### src/rar_pkg.sv
// shared constants and types for the rational arithmetic reducer
// no dependencies; used by the interfaces and every module in src
package rar_pkg;

  localparam int OPERAND_WIDTH = 16;
  localparam int RES_NUM_W     = 33;
  localparam int RES_DEN_W     = 32;
  localparam int Q_DEPTH       = 2;
  localparam int MUL_STEPS     = 3;

  // operation codes; the unused code decodes as multiply
  localparam logic [1:0] REQ_SUB  = 2'd1;
  localparam logic [1:0] REQ_MUL  = 2'd2;
  localparam logic [1:0] REQ_RSVD = 2'd3;

  // per-item classification made at the front
  typedef struct packed {
    logic err;
    logic mul;
    logic sub;
    logic eq;
  } cls_t;

  typedef struct packed {
    logic full;
    logic empty;
  } q_stat_t;

  typedef enum logic [2:0] {
    ST_IDLE,
    ST_MUL,
    ST_SUM,
    ST_PREP,
    ST_GCD,
    ST_DIV,
    ST_FIN
  } state_t;

endpackage

### src/rar_ifs.sv
// valid/ready channel interfaces for operand items and result items
// depends on rar_pkg for default widths
interface rar_in_if #(
  parameter int W = rar_pkg::OPERAND_WIDTH
);
  logic                valid;
  logic                ready;
  logic [1:0]          req_type;
  logic signed [W-1:0] a_num;
  logic signed [W-1:0] a_den;
  logic signed [W-1:0] b_num;
  logic signed [W-1:0] b_den;

  modport source (output valid, req_type, a_num, a_den, b_num, b_den, input ready);
  modport sink   (input valid, req_type, a_num, a_den, b_num, b_den, output ready);
endinterface

interface rar_out_if;
  logic                                valid;
  logic                                ready;
  logic signed [rar_pkg::RES_NUM_W-1:0] res_num;
  logic signed [rar_pkg::RES_DEN_W-1:0] res_den;
  logic                                zero_den_error;

  modport source (output valid, res_num, res_den, zero_den_error, input ready);
  modport sink   (input valid, res_num, res_den, zero_den_error, output ready);
endinterface

### src/rar_front.sv
// front stage: takes operand items, classifies them and hands them to the queue
// depends on rar_pkg and rar_in_if
module rar_front #(
  parameter int OPERAND_WIDTH = rar_pkg::OPERAND_WIDTH
) (
  input  logic                                                  clk,
  input  logic                                                  rst_n,
  rar_in_if.sink                                                in_if,
  output logic                                                  push,
  output logic [$bits(rar_pkg::cls_t)+4*OPERAND_WIDTH-1:0]      push_data,
  input  rar_pkg::q_stat_t                                      q_stat
);

  localparam int W = OPERAND_WIDTH;

  logic                 f_valid_r;
  rar_pkg::cls_t        f_cls_r;
  logic [4*W-1:0]       f_ops_r;
  rar_pkg::cls_t        cls_nxt;
  logic                 take;

  always_comb begin
    cls_nxt.err = (in_if.a_den == '0) || (in_if.b_den == '0);
    cls_nxt.mul = in_if.req_type inside {rar_pkg::REQ_MUL, rar_pkg::REQ_RSVD};
    cls_nxt.sub = (in_if.req_type == rar_pkg::REQ_SUB);
    cls_nxt.eq  = (in_if.a_den == in_if.b_den);
  end

  assign push         = f_valid_r && !q_stat.full;
  assign in_if.ready  = !f_valid_r || push;
  assign take         = in_if.valid && in_if.ready;
  assign push_data    = {f_cls_r, f_ops_r};

  always_ff @(posedge clk) begin
    if (!rst_n) begin
      f_valid_r <= 1'b0;
    end else if (take) begin
      f_valid_r <= 1'b1;
    end else if (push) begin
      f_valid_r <= 1'b0;
    end
  end

  always_ff @(posedge clk) begin
    if (take) begin
      f_cls_r <= cls_nxt;
      f_ops_r <= {in_if.a_num, in_if.a_den, in_if.b_num, in_if.b_den};
    end
  end

endmodule

### src/rar_queue.sv
// short fifo between the front and back stages
// depends on rar_pkg for depth and status type
module rar_queue #(
  parameter int DATA_W = 8
) (
  input  logic              clk,
  input  logic              rst_n,
  input  logic              push,
  input  logic [DATA_W-1:0] push_data,
  input  logic              pop,
  output logic [DATA_W-1:0] pop_data,
  output rar_pkg::q_stat_t  q_stat
);

  localparam int DEPTH = rar_pkg::Q_DEPTH;
  localparam int PW    = (DEPTH > 1) ? $clog2(DEPTH) : 1;
  localparam int CNTW  = $clog2(DEPTH + 1);

  logic [DATA_W-1:0] mem_r [DEPTH];
  logic [PW-1:0]     wr_ptr_r;
  logic [PW-1:0]     rd_ptr_r;
  logic [CNTW-1:0]   count_r;
  logic              do_push;
  logic              do_pop;

  assign q_stat.full  = (count_r == CNTW'(DEPTH));
  assign q_stat.empty = (count_r == '0);
  assign do_push      = push && !q_stat.full;
  assign do_pop       = pop && !q_stat.empty;
  assign pop_data     = mem_r[rd_ptr_r];

  always_ff @(posedge clk) begin
    if (!rst_n) begin
      wr_ptr_r <= '0;
      rd_ptr_r <= '0;
      count_r  <= '0;
    end else begin
      if (do_push) begin
        wr_ptr_r <= (wr_ptr_r == PW'(DEPTH - 1)) ? '0 : wr_ptr_r + 1'b1;
      end
      if (do_pop) begin
        rd_ptr_r <= (rd_ptr_r == PW'(DEPTH - 1)) ? '0 : rd_ptr_r + 1'b1;
      end
      if (do_push && !do_pop) begin
        count_r <= count_r + 1'b1;
      end else if (do_pop && !do_push) begin
        count_r <= count_r - 1'b1;
      end
    end
  end

  always_ff @(posedge clk) begin
    if (do_push) begin
      mem_r[wr_ptr_r] <= push_data;
    end
  end

endmodule

### src/rar_back.sv
// back stage: multiply, cross-scale, binary gcd, exact division, output register
// depends on rar_pkg and rar_out_if
module rar_back #(
  parameter int OPERAND_WIDTH = rar_pkg::OPERAND_WIDTH
) (
  input  logic                                             clk,
  input  logic                                             rst_n,
  input  rar_pkg::q_stat_t                                 q_stat,
  input  logic [$bits(rar_pkg::cls_t)+4*OPERAND_WIDTH-1:0] pop_data,
  output logic                                             pop,
  rar_out_if.source                                        out_if
);

  localparam int W   = OPERAND_WIDTH;
  localparam int DW  = 2 * W;
  localparam int NW  = (2 * W + 1 > 64) ? 64 : 2 * W + 1;
  localparam int CW  = $clog2(NW + 1);
  localparam int NOW = rar_pkg::RES_NUM_W;
  localparam int DOW = rar_pkg::RES_DEN_W;

  rar_pkg::state_t      state_r, state_nxt;
  logic [CW-1:0]        cnt_r;
  logic                 out_valid_r;
  logic                 out_load;

  rar_pkg::cls_t        cls_r;
  logic signed [W-1:0]  an_r, ad_r, bn_r, bd_r;
  logic signed [DW-1:0] p1_r, p2_r, p3_r;
  logic signed [NW-1:0] num_r;
  logic signed [DW-1:0] den_r;
  logic [NW-1:0]        x_r, y_r, g_r;
  logic [CW-1:0]        k_r;
  logic [NW-1:0]        qn_r, qd_r, rn_r, rd_r;
  logic signed [NOW-1:0] res_num_r;
  logic signed [DOW-1:0] res_den_r;
  logic                 err_r;

  rar_pkg::cls_t        q_cls;
  logic signed [W-1:0]  q_an, q_ad, q_bn, q_bd;
  logic signed [W-1:0]  mul_a, mul_b;
  logic signed [DW-1:0] prod;
  logic signed [NW-1:0] num_sum;
  logic [NW-1:0]        mag_n;
  logic [DW-1:0]        mag_d;
  logic [NW:0]          tn, td;
  logic                 ge_n, ge_d;
  logic signed [NW-1:0] qn_s, qd_s;
  logic signed [63:0]   qn64, qd64, raw_n64, raw_d64;

  assign {q_cls, q_an, q_ad, q_bn, q_bd} = pop_data;

  // one shared multiplier, one product per cycle
  always_comb begin
    case (cnt_r)
      CW'(0): begin
        mul_a = an_r;
        mul_b = cls_r.mul ? bn_r : bd_r;
      end
      CW'(1): begin
        mul_a = ad_r;
        mul_b = bn_r;
      end
      default: begin
        mul_a = ad_r;
        mul_b = bd_r;
      end
    endcase
  end
  assign prod = mul_a * mul_b;

  always_comb begin
    if (cls_r.mul) begin
      num_sum = NW'(p1_r);
    end else if (cls_r.eq) begin
      num_sum = cls_r.sub ? NW'(an_r) - NW'(bn_r) : NW'(an_r) + NW'(bn_r);
    end else begin
      num_sum = cls_r.sub ? NW'(p1_r) - NW'(p2_r) : NW'(p1_r) + NW'(p2_r);
    end
  end

  assign mag_n = num_r[NW-1] ? unsigned'(-num_r) : unsigned'(num_r);
  assign mag_d = den_r[DW-1] ? unsigned'(-den_r) : unsigned'(den_r);

  // restoring division lanes, quotient shifts in where the dividend shifts out
  assign tn   = {rn_r, qn_r[NW-1]};
  assign td   = {rd_r, qd_r[NW-1]};
  assign ge_n = (tn >= {1'b0, g_r});
  assign ge_d = (td >= {1'b0, g_r});

  assign qn_s    = num_r[NW-1] ? -signed'(qn_r) : signed'(qn_r);
  assign qd_s    = den_r[DW-1] ? -signed'(qd_r) : signed'(qd_r);
  assign qn64    = 64'(qn_s);
  assign qd64    = 64'(qd_s);
  assign raw_n64 = 64'(num_r);
  assign raw_d64 = 64'(den_r);

  // next state
  always_comb begin
    state_nxt = state_r;
    case (state_r)
      rar_pkg::ST_IDLE: begin
        if (!q_stat.empty) begin
          state_nxt = q_cls.err ? rar_pkg::ST_FIN : rar_pkg::ST_MUL;
        end
      end
      rar_pkg::ST_MUL: begin
        if (cnt_r == CW'(rar_pkg::MUL_STEPS - 1)) begin
          state_nxt = rar_pkg::ST_SUM;
        end
      end
      rar_pkg::ST_SUM:  state_nxt = rar_pkg::ST_PREP;
      rar_pkg::ST_PREP: begin
        state_nxt = (num_r == '0) ? rar_pkg::ST_FIN : rar_pkg::ST_GCD;
      end
      rar_pkg::ST_GCD: begin
        if (x_r == y_r) begin
          state_nxt = rar_pkg::ST_DIV;
        end
      end
      rar_pkg::ST_DIV: begin
        if (cnt_r == CW'(NW - 1)) begin
          state_nxt = rar_pkg::ST_FIN;
        end
      end
      rar_pkg::ST_FIN: begin
        if (out_load) begin
          state_nxt = rar_pkg::ST_IDLE;
        end
      end
      default: state_nxt = rar_pkg::ST_IDLE;
    endcase
  end

  // control outputs
  always_comb begin
    pop      = 1'b0;
    out_load = 1'b0;
    case (state_r)
      rar_pkg::ST_IDLE: pop      = !q_stat.empty;
      rar_pkg::ST_FIN:  out_load = !out_valid_r || out_if.ready;
      default: begin
        pop      = 1'b0;
        out_load = 1'b0;
      end
    endcase
  end

  always_ff @(posedge clk) begin
    if (!rst_n) begin
      state_r     <= rar_pkg::ST_IDLE;
      cnt_r       <= '0;
      out_valid_r <= 1'b0;
    end else begin
      state_r <= state_nxt;
      if ((state_r == rar_pkg::ST_MUL) || (state_r == rar_pkg::ST_DIV)) begin
        cnt_r <= cnt_r + 1'b1;
      end else begin
        cnt_r <= '0;
      end
      if (out_load) begin
        out_valid_r <= 1'b1;
      end else if (out_if.ready) begin
        out_valid_r <= 1'b0;
      end
    end
  end

  always_ff @(posedge clk) begin
    case (state_r)
      rar_pkg::ST_IDLE: begin
        if (pop) begin
          cls_r <= q_cls;
          an_r  <= q_an;
          ad_r  <= q_ad;
          bn_r  <= q_bn;
          bd_r  <= q_bd;
        end
      end
      rar_pkg::ST_MUL: begin
        case (cnt_r)
          CW'(0):  p1_r <= prod;
          CW'(1):  p2_r <= prod;
          default: p3_r <= prod;
        endcase
      end
      rar_pkg::ST_SUM: begin
        num_r <= num_sum;
        den_r <= (cls_r.eq && !cls_r.mul) ? DW'(ad_r) : p3_r;
      end
      rar_pkg::ST_PREP: begin
        x_r <= mag_n;
        y_r <= NW'(mag_d);
        k_r <= '0;
      end
      rar_pkg::ST_GCD: begin
        if (x_r == y_r) begin
          g_r  <= x_r << k_r;
          qn_r <= mag_n;
          qd_r <= NW'(mag_d);
          rn_r <= '0;
          rd_r <= '0;
        end else if (!x_r[0] && !y_r[0]) begin
          x_r <= x_r >> 1;
          y_r <= y_r >> 1;
          k_r <= k_r + 1'b1;
        end else if (!x_r[0]) begin
          x_r <= x_r >> 1;
        end else if (!y_r[0]) begin
          y_r <= y_r >> 1;
        end else if (x_r > y_r) begin
          x_r <= (x_r - y_r) >> 1;
        end else begin
          y_r <= (y_r - x_r) >> 1;
        end
      end
      rar_pkg::ST_DIV: begin
        rn_r <= ge_n ? NW'(tn - {1'b0, g_r}) : tn[NW-1:0];
        rd_r <= ge_d ? NW'(td - {1'b0, g_r}) : td[NW-1:0];
        qn_r <= {qn_r[NW-2:0], ge_n};
        qd_r <= {qd_r[NW-2:0], ge_d};
      end
      rar_pkg::ST_FIN: begin
        if (out_load) begin
          err_r <= cls_r.err;
          if (cls_r.err) begin
            res_num_r <= '0;
            res_den_r <= '0;
          end else if (num_r == '0) begin
            // zero numerator leaves the raw denominator in place
            res_num_r <= raw_n64[NOW-1:0];
            res_den_r <= raw_d64[DOW-1:0];
          end else begin
            res_num_r <= qn64[NOW-1:0];
            res_den_r <= qd64[DOW-1:0];
          end
        end
      end
      default: begin
      end
    endcase
  end

  assign out_if.valid          = out_valid_r;
  assign out_if.res_num        = res_num_r;
  assign out_if.res_den        = res_den_r;
  assign out_if.zero_den_error = err_r;

endmodule

### src/rational_arith_reduce.sv
// top level of the rational arithmetic reducer: front, queue and back stages
// depends on rar_pkg, rar_ifs, rar_front, rar_queue and rar_back
//
//  channel   dir  handshake      payload
//  in_if     in   valid/ready    req_type, a_num, a_den, b_num, b_den
//  out_if    out  valid/ready    res_num, res_den, zero_den_error
//
// in the back stage an item passes through the idle state, the multiply steps,
// the sum and prep states, up to about 2*NW binary gcd steps plus a final compare,
// NW division steps and the output state, NW = 2*OPERAND_WIDTH+1 capped at 64;
// zero numerators skip from prep, zero denominators from idle, to the output state
// the back sequencer works on one item at a time; the queue holds two more
// reset is synchronous, active low, and empties the queue and output register
// a stalled output holds its item while the back stage starts on the next one
module rational_arith_reduce #(
  parameter int OPERAND_WIDTH = rar_pkg::OPERAND_WIDTH
) (
  input  logic       clk,
  input  logic       rst_n,
  rar_in_if.sink     in_if,
  rar_out_if.source  out_if
);

  localparam int QW = $bits(rar_pkg::cls_t) + 4 * OPERAND_WIDTH;

  logic             push;
  logic [QW-1:0]    push_data;
  logic             pop;
  logic [QW-1:0]    pop_data;
  rar_pkg::q_stat_t q_stat;

  rar_front #(.OPERAND_WIDTH(OPERAND_WIDTH)) u_front (
    .clk       (clk),
    .rst_n     (rst_n),
    .in_if     (in_if),
    .push      (push),
    .push_data (push_data),
    .q_stat    (q_stat)
  );

  rar_queue #(.DATA_W(QW)) u_queue (
    .clk       (clk),
    .rst_n     (rst_n),
    .push      (push),
    .push_data (push_data),
    .pop       (pop),
    .pop_data  (pop_data),
    .q_stat    (q_stat)
  );

  rar_back #(.OPERAND_WIDTH(OPERAND_WIDTH)) u_back (
    .clk      (clk),
    .rst_n    (rst_n),
    .q_stat   (q_stat),
    .pop_data (pop_data),
    .pop      (pop),
    .out_if   (out_if)
  );

endmodule

### src/flat_wrapper.sv
// flat-port wrapper written by rule: the top's interface ports become plain ports
module rational_arith_reduce_flat 
#(
  parameter int OPERAND_WIDTH = rar_pkg::OPERAND_WIDTH
)
  (clk, rst_n, in_if_valid, in_if_req_type, in_if_a_num, in_if_a_den, in_if_b_num, in_if_b_den, in_if_ready, out_if_valid, out_if_res_num, out_if_res_den, out_if_zero_den_error, out_if_ready);
  rar_in_if #(.W((rar_pkg::OPERAND_WIDTH))) in_if_i ();
  rar_out_if out_if_i ();
  input  logic clk;
  input  logic rst_n;
  input wire logic [$bits(in_if_i.valid)-1:0] in_if_valid;
  input wire logic [$bits(in_if_i.req_type)-1:0] in_if_req_type;
  input wire logic [$bits(in_if_i.a_num)-1:0] in_if_a_num;
  input wire logic [$bits(in_if_i.a_den)-1:0] in_if_a_den;
  input wire logic [$bits(in_if_i.b_num)-1:0] in_if_b_num;
  input wire logic [$bits(in_if_i.b_den)-1:0] in_if_b_den;
  output wire logic [$bits(in_if_i.ready)-1:0] in_if_ready;
  output wire logic [$bits(out_if_i.valid)-1:0] out_if_valid;
  output wire logic [$bits(out_if_i.res_num)-1:0] out_if_res_num;
  output wire logic [$bits(out_if_i.res_den)-1:0] out_if_res_den;
  output wire logic [$bits(out_if_i.zero_den_error)-1:0] out_if_zero_den_error;
  input wire logic [$bits(out_if_i.ready)-1:0] out_if_ready;
  assign in_if_i.valid = in_if_valid;
  assign in_if_i.req_type = in_if_req_type;
  assign in_if_i.a_num = in_if_a_num;
  assign in_if_i.a_den = in_if_a_den;
  assign in_if_i.b_num = in_if_b_num;
  assign in_if_i.b_den = in_if_b_den;
  assign in_if_ready = in_if_i.ready;
  assign out_if_valid = out_if_i.valid;
  assign out_if_res_num = out_if_i.res_num;
  assign out_if_res_den = out_if_i.res_den;
  assign out_if_zero_den_error = out_if_i.zero_den_error;
  assign out_if_i.ready = out_if_ready;
  rational_arith_reduce #(.OPERAND_WIDTH(OPERAND_WIDTH)) u_core (.clk(clk), .rst_n(rst_n), .in_if(in_if_i), .out_if(out_if_i));
endmodule
### config.mk
export PLATFORM = sky130hd
export DESIGN_NAME = rational_arith_reduce_flat
export DESIGN_NICKNAME = d
export VERILOG_FILES = /design/src/rar_pkg.sv /design/src/rar_ifs.sv /design/src/rar_front.sv /design/src/rar_queue.sv /design/src/rar_back.sv /design/src/rational_arith_reduce.sv /design/src/flat_wrapper.sv
export SDC_FILE = /design/constraint.sdc
export NUM_CORES = 2
export LEC_CHECK = 0
export ABC_AREA = 1
export BUFFER_PORTS_ARGS = -buffer_cell sky130_fd_sc_hd__clkbuf_2
export CAP_MARGIN = 15
export CORE_MARGIN = 10
export CORE_UTILIZATION = 40
export DETAILED_ROUTE_END_ITERATION = 7
export HOLD_SLACK_MARGIN = 0.1
export PLACE_DENSITY = 0.52
export SLEW_MARGIN = 20
export SYNTH_ARGS = -nofsm -noshare
export SYNTH_HDL_FRONTEND = slang
export SYNTH_SLANG_ARGS = --single-unit
### constraint.sdc
create_clock -name clk -period 7.85 [get_ports clk]
set_clock_uncertainty 0.15 [all_clocks]
set_input_delay 1.57 -clock clk [delete_from_list [all_inputs] [get_ports clk]]
set_output_delay 1.57 -clock clk [all_outputs]
set_load 0.005 [all_outputs]
==> results.toml <==
[sta]
worst_pin_slew_ns = 1.11
fmax_mhz = 134
final.min_clock_period_ns = 7.46
setup_viol = 0
hold_viol = 0
relSlewSlack = 0.255
fin_crit_sh = 0.950
rsz0062_at_grt = "true"
slew_viol_final = 0

[critical_path]
arrival_ns = 7.75
ff2ff_path_depth = 27
required_ns = 8.14
regToRegSetupSlack_ns = 0.39
cp_top_family = "adder cells"
startpoint_type = "flop"
critPathBufInv = 9
max_stage_delay_ns = 0.54
endpoint_kind = "flop"
crit_type = "flop to flop"
r2r_start = "u_core.u_back.cnt_r[0]$_SDFF_PN0_"
cp_max_fo = 20
cpMaxStageDelayCell = "fa_1"
r2r-end = "u_core.u_back.p1_r[25]$_DFFE_PP_"

[synth]
yosysSeqAreaShare = 0.393
synth_area_mm2 = 0.0570
syn_inst = 6861
synth_nets = 7472
ys_warn_count = 0
ys_ff_latch = 751
avgSynthCellArea_um2 = 8.30
yosysUniqueCellTypes = 58

[die]
die_y_um = 397
core_mm2 = 0.142
die_width_um = 397
initial_utilization = 0.402
io_pins = 138
dieArea_mm2 = 0.158
row_count = 138

[outcome]
status = "finished, final reports clean"

[cts]
numCtsBuffers = 88
cts_tree = "yes"
clock_sinks = 751
insertion_delay_ns = 0.74
cts_max_path_buffers = 3
cts_root_buffer = "clkbuf_16"
ctsHoldBuffers = 0
htreeDepth = 3
path_clk_slew_ns = 0.06

[grt]
track_usage = 0.242
grt-ovfl-total = 0
grt_max_degree = 76
antenna_found_initial = 12
grt_pass1_vias = 46400
grt_pass1_wl_um = 292000

[min_path]
hold_end = "u_core.u_queue.mem_r[0][17]$_DFFE_PP_"
hold_depth = 0
hold_start = "u_core.u_front.f_ops_r[17]$_DFFE_PP_"
holdCritPathClass = "flop to flop"

[placement]
globalplace.congestion = 0.955
dpl.hpwl_um = 159000
port_buffers = 137

[cells_and_area]
area_growth_syn_to_layout_pct = 10.9
final_util = 0.446
layout.nets = 7627
drive_above_1_share = 0.0843

[drt]
routed_wirelength_um = 196000
dr.pass1.iters = 6
vias = 47100
vias_per_cell = 5.25
post_drt_wl_per_cell_um = 21.8
antenna_left = 0
drc_errors = 0
drtIter0Drc = 3732

[flow_run]
max_cap_violations = 0
[through the flow]
step | cells | TNS, ns | hold slack (ns) | area [µm²] | worst slack [ns]
2_1_floorplan | 6861 | 0 | 0.271 | 57000 | 0.943
3_5_place_dp | 8804 | 0 | 0.280 | 60000 | 0.0300
5_1_grt | 8976 | -0.323 | 0.303 | 63200 | -0.0532
6_report | 8979 | 0 | 0.290 | 63200 | 0.394
3_3_place_gp | 8804 | 0 | 0.273 | 60000 | 0.0453
4_1_cts | 8964 | 0 | 0.292 | 63000 | 0.0774
[registers in the layout, indices dropped and copies added (netlist names), 33 cells and up, named ones only]
register,cells
u_core.u_queue.mem_r,136
u_core.u_front.f_ops_r,64
u_core.u_back.g_r,33
u_core.u_back.num_r,33
u_core.u_back.out_if.res_num,33
u_core.u_back.qd_r,33
u_core.u_back.qn_r,33
u_core.u_back.rd_r,33
u_core.u_back.rn_r,33
u_core.u_back.x_r,33
[what timing repair did]
item | CTS | global route
pin swaps | 0 | 4
endpoints found under the setup margin | 3 | 51
setup buffers | 0 | 11
cloned | 0 | 1
resized for setup | 1 | 26
[how the worst max path moves through the flow]
stage / startpoint / to / slack, ns / cells after the start
detailed placement: u_core.u_back.cnt_r[1]$_SDFF_PN0_ / u_core.u_back.p3_r[25]$_DFFE_PP_ / 0.03 / 26
CTS: u_core.u_back.cnt_r[1]$_SDFF_PN0_ / u_core.u_back.p3_r[25]$_DFFE_PP_ / 0.08 / 26
floorplan: u_core.u_back.cnt_r[0]$_SDFF_PN0_ / u_core.u_back.p1_r[29]$_DFFE_PP_ / 0.94 / 29
global placement: u_core.u_back.cnt_r[0]$_SDFF_PN0_ / u_core.u_back.p1_r[25]$_DFFE_PP_ / 0.05 / 26
global route: u_core.u_back.cnt_r[0]$_SDFF_PN0_ / u_core.u_back.p2_r[29]$_DFFE_PP_ / -0.05 / 32
finish: u_core.u_back.cnt_r[0]$_SDFF_PN0_ / u_core.u_back.p1_r[25]$_DFFE_PP_ / 0.39 / 27
[cell families after synthesis]
group / synth area share
and+or+nand+nor: 0.212
buffers and inverters: 0.0845
AOI/OAI and AO/OA: 0.102
DFF: 0.393
adders and majority gates: 0.154
xor gates and xnor gates: 0.0394
muxes: 0.0146
[worst reg2reg max path: stages, from the launching register on]
cell      delay (ns)
dfxtp_1         0.40
inv_1           0.09
ha_1            0.23
inv_1           0.07
nor2_2          0.06
inv_2           0.20
buf_6           0.26
nand2_1         0.10
o21ai_2         0.13
clkinv_1        0.38
nor2_1          0.26
fa_1            0.45
inv_1           0.09
fa_1            0.43
inv_1           0.10
fa_1            0.45
fa_1            0.47
fa_1            0.54
inv_1           0.05
fa_1            0.52
inv_1           0.04
ha_1            0.34
nand2_1         0.19
nor4_2          0.43
nand4_1         0.22
nand3_1         0.19
a21oi_1         0.13
xnor2_2         0.17
[layout make-up]
type / count / area (µm²)
diodes: 3 / 7.51
repair buffers: 243 / 1500
flip-flops and latches: 751 / 22400
repair inverters: 1 / 7.51
clock buffers: 98 / 2240
well taps: 1890 / 2360
inverters: 1067 / 4020
clock inverters: 62 / 711
fillers: 14300 / 78400
multi-input cells: 4864 / 29900
[cell usage after synthesis (all sizes together)]
cell type / count / share of area
a21o: 10 / 0.0013
o22ai: 8 / 0.00099
nand2b: 5 / 0.00055
nor2: 851 / 0.058
a31oi: 32 / 0.0035
a21boi: 12 / 0.0016
a31o: 1 / 0.00015
o31ai: 9 / 0.0012
a211oi: 10 / 0.0013
nand3b: 21 / 0.0028
a21oi: 433 / 0.038
nor3: 70 / 0.0061
o21ai: 458 / 0.041
nand2: 1546 / 0.10
o21a: 12 / 0.0016
ha: 273 / 0.060
inv: 1056 / 0.070
nor3b: 2 / 0.00044
dfxtp: 16 / 0.0056
clkbuf: 116 / 0.0077
fa: 268 / 0.094
o221ai: 1 / 0.00015
buf: 63 / 0.0065
nor4: 24 / 0.0026
and3: 2 / 0.00022
o2111ai: 1 / 0.00015
mux2i: 8 / 0.0014
mux2: 67 / 0.013
a22oi: 34 / 0.0054
nand3: 304 / 0.027
clkinv: 11 / 0.00072
edfxtp: 735 / 0.39
o211ai: 18 / 0.0024
or2: 24 / 0.0026
xnor2: 61 / 0.0094
o21bai: 23 / 0.0031
and2: 3 / 0.00033
nand4: 78 / 0.0088
xor2: 195 / 0.030
[layer usage]
| layer | vias to the layer above | routed length [µm] | global-route usage |
|---|---|---|---|
| met5 | - | 13 | 0 |
| met4 | 2 | 7510 | 0.0876 |
| met3 | 277 | 9920 | 0.0270 |
| met2 | 1454 | 94500 | 0.415 |
| met1 | 22700 | 84000 | 0.315 |
| li1 | 22700 | - | - |
[placed cells by master, fill, tap and decap left out, types with 77 or more instances in the layout]
cell / instances
ha_1: 273
xor2_1: 191
fa_1: 266
a21oi_1: 424
nand3_1: 302
nand4_1: 77
edfxtp_1: 735
buf_4: 104
clkbuf_2: 137
inv_1: 1035
nor2_1: 819
clkbuf_16: 88
o21ai_0: 426
nand2_1: 1530
Power is left out: the tool's default activity adds up to more than one toggle a clock period on the data nets, which glitch-free logic cannot reach.
